$ cat src/lus_ram.sv
// ----------------------------------------------------------------------------
// lus_ram
// Simple dual-port RAM: one write port, one read port with registered data.
// ----------------------------------------------------------------------------
module lus_ram #(
	parameter int W     = 32,
	parameter int DEPTH = 16
) (
	input  logic                     clk,
	input  logic                     we,
	input  logic [$clog2(DEPTH)-1:0] waddr,
	input  logic [W-1:0]             wdata,
	input  logic [$clog2(DEPTH)-1:0] raddr,
	output logic [W-1:0]             rdata
);
	logic [W-1:0] mem [DEPTH];

	always_ff @(posedge clk) begin
		if (we) begin
			mem[waddr] <= wdata;
		end
		rdata <= mem[raddr];
	end
endmodule

$ cat config.mk
export PLATFORM = sky130hd
export DESIGN_NAME = lus_ram
export DESIGN_NICKNAME = d
export VERILOG_FILES = /design/src/lus_ram.sv
export SDC_FILE = /design/constraint.sdc
export NUM_CORES = 1
export LEC_CHECK = 0
export BUFFER_PORTS_ARGS = -buffer_cell sky130_fd_sc_hd__buf_2
export CORE_ASPECT_RATIO = 0.6
export CORE_MARGIN = 5
export CORE_UTILIZATION = 60
export DETAILED_ROUTE_END_ITERATION = 10
export PLACE_DENSITY = 0.78
export SETUP_SLACK_MARGIN = 0.5
export SYNTH_ARGS = -nofsm -noshare
export SYNTH_HDL_FRONTEND = slang
export SYNTH_SLANG_ARGS = --single-unit
$ cat constraint.sdc
create_clock -name clk -period 10.9 [get_ports clk]
set_clock_uncertainty 0.1 [all_clocks]
set_input_delay 1.09 -clock clk [delete_from_list [all_inputs] [get_ports clk]]
set_output_delay 1.09 -clock clk [all_outputs]
set_load 0.02 [all_outputs]
---- Yosys cells after proc, flatten, opt, wreduce, memory -nomap -nowiden ----
Memories as Yosys holds them, arrays and structs flattened. A register that Yosys moved wholly into a read port is not among the register bits.
Cells that the tools add are included.
cells by class
  multiplexer cells ....................... 2
operators by type and width
  cell               number
  1-bit two-way mux  2
word-level totals
  bits in writable memories ............... 512
  logic and storage cells ................. 3
  flip-flop bits (word level) ............. 0
  input bits .............................. 42
  memories ................................ 1
memories
  memory  words  bits a word  read ports  clocked after memory_dff  wr ports  line  source
  mem     16     32           1           1                         1         16    logic [W-1:0] mem [DEPTH];

---- Longest topological paths before layout ----
Gate-level depths: netlist of run 1.
  depth in word-level cells ............... 2
  mapped depth ............................ 5

---- Worst setup path before layout of run 1 ----
OpenSTA, ideal clock, no wires.
  kind .................................... input-to-reg
  from .................................... input waddr[2]
  to ...................................... memory mem[0][0], enable pin
  required time ........................... 10,339 ps
  cell stages on the path ................. 2
  buffers on the path ..................... 0
  slack ................................... 6,530 ps
  arrival ................................. 3,808 ps
  library setup time ...................... 461 ps
  cell sequence ........................... or3b_2 > nor3_1
RTL lines
  what                line  source
  start: declaration  11    input logic [$clog2(DEPTH)-1:0] waddr,
  end: declaration    16
Straight into the memory's write port.

==> flow_summary.yaml, run 1 <==
floorplanning:
  dieArea_um2: 36950
  rows: 51
  core_um2: 32540
  initial_utilization_pct: 61.01
  dieHeight_um: 150.9
  dieWidth_um: 244.8
  io_pins: 74
power:
  ir_worst_vdd_mv: 0.1573
  p_leak_nw: 7.124
  power_density_nw_per_um2: 183.9
flow_run:
  maxCapViolCount: 0
worst_setup_path:
  crit_fanout: 45
  cp-start-kind: "input port"
  crit_arrival_ns: 3.73
  cp_slowest_cell: "buf_4"
  critPathCaptureType: "flip-flop"
  worstRegToRegCells: 3
  cpMostUsedCell: "buf_4"
  reg2reg_from: "mem[5][1]"
  rrSetupSlack_ns: 9.42
  cp.required_ns: 11.23
  slowest_delay_ns: 0.68
  critical_path_class: "input port to flip-flop"
  worst_r2r_endpoint: "rdata[1]"
  crit_chain: "buf_4, buf_4, buf_4, mux4_2, a22oi_1, nand2_1"
final_layout:
  stdcell_count: 1401
  mostFrequentLayoutCell: "edfxtp_1"
  fin_area_um2: 22230
  fin_nets: 982
  drive_above_1_share_pct: 31.56
  nFillCells: 1930
  area_growth_pct: 11.99
  seqCellArea_um2: 16020
  mostFrequentLayoutCells: "512 x edfxtp_1, 128 x mux4_2, 71 x buf_2"
  multiInputGateArea_um2: 3750
cts:
  postCtsResizedCells: 0
  cts_tree: "built"
  clk_pin_slew_ns: 0.06
  post_cts_buffers: 0
  ctsHoldBuffers: 0
  cts.sinks: 544
  cts_max_level: 2
  clockBufferDepth: 3
  cts-root-buf: "clkbuf_16"
  clk_latency_ns: 0.56
  cts_buffers: 46
yosys:
  synth_mux_area_share_pct: 14.52
  post_synth_and_or_nand_nor_area_fraction_pct: 1.273
  yosysTopAreaCell: "edfxtp_1"
  synth-xor-area-share_pct: 0
  ys_seq_elements: 544
  yosysSeqAreaShare_pct: 80.67
  yosysTopAreaCellShare_pct: 77.44
  synth_compound_area_share_pct: 2.420
  synth.area.top_cells: "edfxtp_1 77%, mux4_2 15%, dfxtp_1 3.2%"
  syn_avg_cell_area_um2: 23.69
  synth_top_family_by_area: "multiplexers"
  synthCells: 838
  yosys_warnings: 0
  netlist_area_um2: 19850
  synthAdderAreaFrac_pct: 0
  synth_cell_types: 18
  syn-num-nets: 880
placed_design:
  place.gp.congestion: 0.7431
  dp_cells: 1316
  portBuffers: 73
  dp_hpwl_mm: 21.46
  place_area_um2: 20850
route:
  num_vias: 9001
  wl_mm: 40.66
  vias_per_cell: 6.425
  post_drt_wl_per_cell_um: 29.02
  drt_iter0_drc: 1129
  top_layer_used: "met5"
  drc_errors: 0
  route.met2.wl_mm: 19.07
  antenna_left: 0
  wl_met3_mm: 3.784
  first_pass_iters: 5
  wirelength_met1_mm: 17.21
timing:
  worst-slew-pin-transition_ns: 1.234
  slew_violations: 0
  setup_viol: 0
  fin_setup_tns_ns: 0
  timing.final.crit_share_pct: 31.26
  rsz0062_at_grt: "false"
  min_period_ns: 3.407
  slew_headroom_pct: 17.52
  hold_viol: 0
  timing.fmax_mhz: 293.5
status:
  status: "finished clean"
global_routing:
  grt_pass1_vias: 9207
  overflow: 0
  grt_pass1_wl_mm: 60.38
  antenna_found_initial: 2
  grt_max_degree: 79
  grt_usage_pct: 22.48
worst_hold_path:
  holdPathStages: 3
  holdCritPathClass: "flip-flop to flip-flop"
  worstHoldEndpoint: "rdata[15]"
  min_from: "mem[14][15]"
-- sequential cells by signal, indices dropped and copies added, names as in the netlist --
name and count:
mem 512, rdata 32
-- layout make-up --
class	instances	area share, %
Multi-Input combinational cell	251	16.87
Timing Repair Buffer	97	2.504
Sequential cell	544	72.03
Antenna cell	1	0.01125
Clock buffer	58	5.521
Clock inverter	26	0.6809
Tap cell	424	2.386
-- critical path, delay by kind of cell --
family,cells,cell delay (ns)
muxes,1,0.40
and+or+nand+nor,1,0.10
AOI/OAI and AO/OA,1,0.27
buffers and inverters,3,1.81
-- kinds of logic after synthesis --
family | count (synthesis)
DFF | 544
muxes | 128
AOI/OAI and AO/OA | 64
and+or+nand+nor | 59
buffers and inverters | 43
-- routing by layer --
layer	GRT usage (%)	vias up
met5	0	-
met4	4.260	2
met3	4.762	50
met2	35.03	458
met1	34.32	4720
li1	-	3771
-- Yosys cell counts --
| master | n |
|---|---|
| nand2_1 | 33 |
| buf_6 | 2 |
| buf_2 | 4 |
| nor2_1 | 13 |
| nand2b_1 | 2 |
| buf_1 | 9 |
| nand3_1 | 1 |
| and2_1 | 1 |
| edfxtp_1 | 512 |
| a22oi_1 | 64 |
| nor2b_1 | 2 |
| nand3b_1 | 2 |
| buf_4 | 11 |
| clkbuf_1 | 17 |
| nor3_1 | 4 |
| mux4_2 | 128 |
| or3b_2 | 1 |
| dfxtp_1 | 32 |
-- worst max-delay path by stage --
stage	from	to	slack, ns
after floorplan	waddr[2]	mem[0][0]	6.53
after global placement	raddr[0]	rdata[18]	6.86
after detailed placement	raddr[0]	rdata[18]	6.83
after CTS	raddr[0]	rdata[18]	7.41
after global routing	raddr[0]	rdata[18]	7.18
final	raddr[1]	rdata[1]	7.49
-- per-stage QoR --
stage | worst slack [ns] | total power (W) | hold slack (ns) | utilization (%)
CTS | 7.410 | 0.004117 | 0.5706 | 68.31
finish | 7.493 | 0.004088 | 0.5688 | 68.32
detailed placement | 6.829 | 0.002611 | 0.5538 | 64.08
global route | 7.180 | 0.004225 | 0.5916 | 68.32
global placement | 6.864 | 0.002604 | 0.5485 | 64.08
floorplan | 6.530 | 0.002523 | 0.5349 | -
-- where the power goes --
group | leakage, nW | internal, W | switching [W] | total [W]
clock network | 0.671 | 0.000822 | 0.000701 | 0.00152
logic | 1.56 | 0.0000817 | 0.000130 | 0.000212
registers | 4.89 | 0.00234 | 0.0000156 | 0.00235
total | 7.12 | 0.00324 | 0.000847 | 0.00409
(Power assumes the default switching activity.)
==> inputs of run 2 (changes only) <==
Settings changed: CORE_UTILIZATION 60 to 55, PLACE_DENSITY 0.78 to 0.75.
Clock period 10.9 ns to 2.8 ns, I/O delays scaled along.
==> run 2 against run 1 <==
Sequential share of layout area shrank 2.3 points. Routed wire length grew 2.3%. Clock power grew to 4.1 times the previous value. Flip-flop and latch count is the same. Die area grew 8.6%. Design area grew 3.4%. Register-to-register slack lost 8.2 ns. Critical endpoint is now rdata[14]. Largest cell class unchanged. Largest power group unchanged. Highest routed layer is now met4.
==> flow_summary.yaml, run 2 (synthesis results as in run 1) <==
timing:
  rsz0062_at_grt: "false"
  slew_violations: 0
  timing.final.crit_share_pct: 56.72
  timing.fmax_mhz: 629.7
  hold_viol: 0
  slew_headroom_pct: 57.24
  fin_setup_tns_ns: 0
  worst-slew-pin-transition_ns: 0.6401
  setup_viol: 0
  min_period_ns: 1.588
  setup_ws_ns: 1.212
worst_setup_path:
  crit_arrival_ns: 1.21
  rrSetupSlack_ns: 1.27
  slowest_delay_ns: 0.44
  worst_r2r_endpoint: "rdata[22]"
  reg2reg_from: "mem[1][22]"
  cp-start-kind: "flip-flop"
  crit_fanout: 1
  crit_chain: "buf_2"
  critPathCaptureType: "output port"
  critical_path_class: "flip-flop to output port"
  crit_buf_inv: 1
  cp.required_ns: 2.42
  cp_slowest_cell: "dfxtp_1"
  worstRegToRegCells: 3
  critical_path.top_delay_family: "flip-flops"
power:
  p_leak_nw: 7.432
  power_density_nw_per_um2: 711.5
  ir_worst_vdd_mv: 0.4990
worst_hold_path:
  holdPathStages: 1
  holdCritPathClass: "input port to flip-flop"
  worstHoldEndpoint: "mem[9][16]"
  min_from: "wdata[16]"
floorplanning:
  io_pins: 74
  dieWidth_um: 255.3
  rows: 53
  core_um2: 35350
  initial_utilization_pct: 56.17
  dieHeight_um: 157.2
  dieArea_um2: 40120
placed_design:
  pre_cts_slack_ns: 0.6020
  portBuffers: 73
  dp_hpwl_mm: 22.67
  place.gp.congestion: 0.7400
route:
  first_pass_iters: 5
  post_drt_wl_per_cell_um: 27.93
  antenna_left: 0
  vias_per_cell: 6.163
  num_vias: 9177
  wl_mm: 41.59
  drc_errors: 0
  drt_iter0_drc: 982
final_layout:
  largest_register_ffs: 512
  registers.top_by_ff_count: "mem"
  drive_above_1_share_pct: 32.29
  nFillCells: 2263
  area_growth_pct: 15.76
  diodes: 0
  fin_nets: 1027
  top_regs: "mem (512), rdata (32)"
  mostFrequentLayoutCell: "edfxtp_1"
  mostFrequentLayoutCells: "512 x edfxtp_1, 128 x mux4_2, 71 x buf_2"
cts:
  clockBufferDepth: 3
  cts.sinks: 544
  ctsHoldBuffers: 28
  cts-root-buf: "clkbuf_16"
  cts_buffers: 47
  cts_max_level: 2
  clk_pin_slew_ns: 0.07
  clk_latency_ns: 0.56
  post_cts_buffers: 0
  cts_tree: "built"
  postCtsResizedCells: 0
global_routing:
  grt_usage_pct: 21.22
  grt_max_degree: 36
  overflow: 0
  grt_pass1_vias: 9653
  antenna_found_initial: 0
  grt_pass1_wl_mm: 62.20
status:
  status: "finished clean"
flow_run:
  maxCapViolCount: 0
## run 2: worst max-delay path by stage
stage                   start        end  cells after the start
global placement     raddr[0]  rdata[14]                      5
CTS                 rdata[14]  rdata[14]                      1
global route         raddr[0]  rdata[14]                      5
detailed placement   raddr[0]  rdata[14]                      5
floorplan            waddr[2]  mem[1][0]                      2
finish              rdata[14]  rdata[14]                      1
## run 2: layout make-up
cell class / instances / area (µm²) / area share (%)
flip-flops and latches: 544 / 16020 / 69.68
multi-input cells: 251 / 3775 / 16.42
repair buffers: 141 / 1132 / 4.927
clock inverters: 20 / 156.4 / 0.6805
well taps: 467 / 584.3 / 2.542
clock buffers: 66 / 1320 / 5.743
## run 2: power breakdown
part,switching (W),internal (W)
logic,0.000538,0.000376
registers,0.0000650,0.00910
clock network,0.00279,0.00348
total,0.00339,0.0130
## run 2: through the flow
stage	utilization, %	hold WS, ns	total power [W]	cell area, µm²	instances
6_report	65.03	0.02628	0.01635	22980	1489
5_1_grt	65.03	0.01595	0.01692	22980	1489
3_3_place_gp	60.06	0.5495	0.01020	21230	1375
3_5_place_dp	60.06	0.5583	0.01023	21230	1375
4_1_cts	65.03	0.0009276	0.01646	22980	1489
2_1_floorplan	-	0.2789	0.009824	19900	838
## run 2: per-layer routing
metal / track usage, % / up-vias / routed length, µm
li1: - / 3868 / -
met1: 31.67 / 4887 / 17830
met2: 33.25 / 367 / 19790
met3: 4.542 / 55 / 3175
met4: 4.701 / 0 / 800
met5: 0 / - / 0
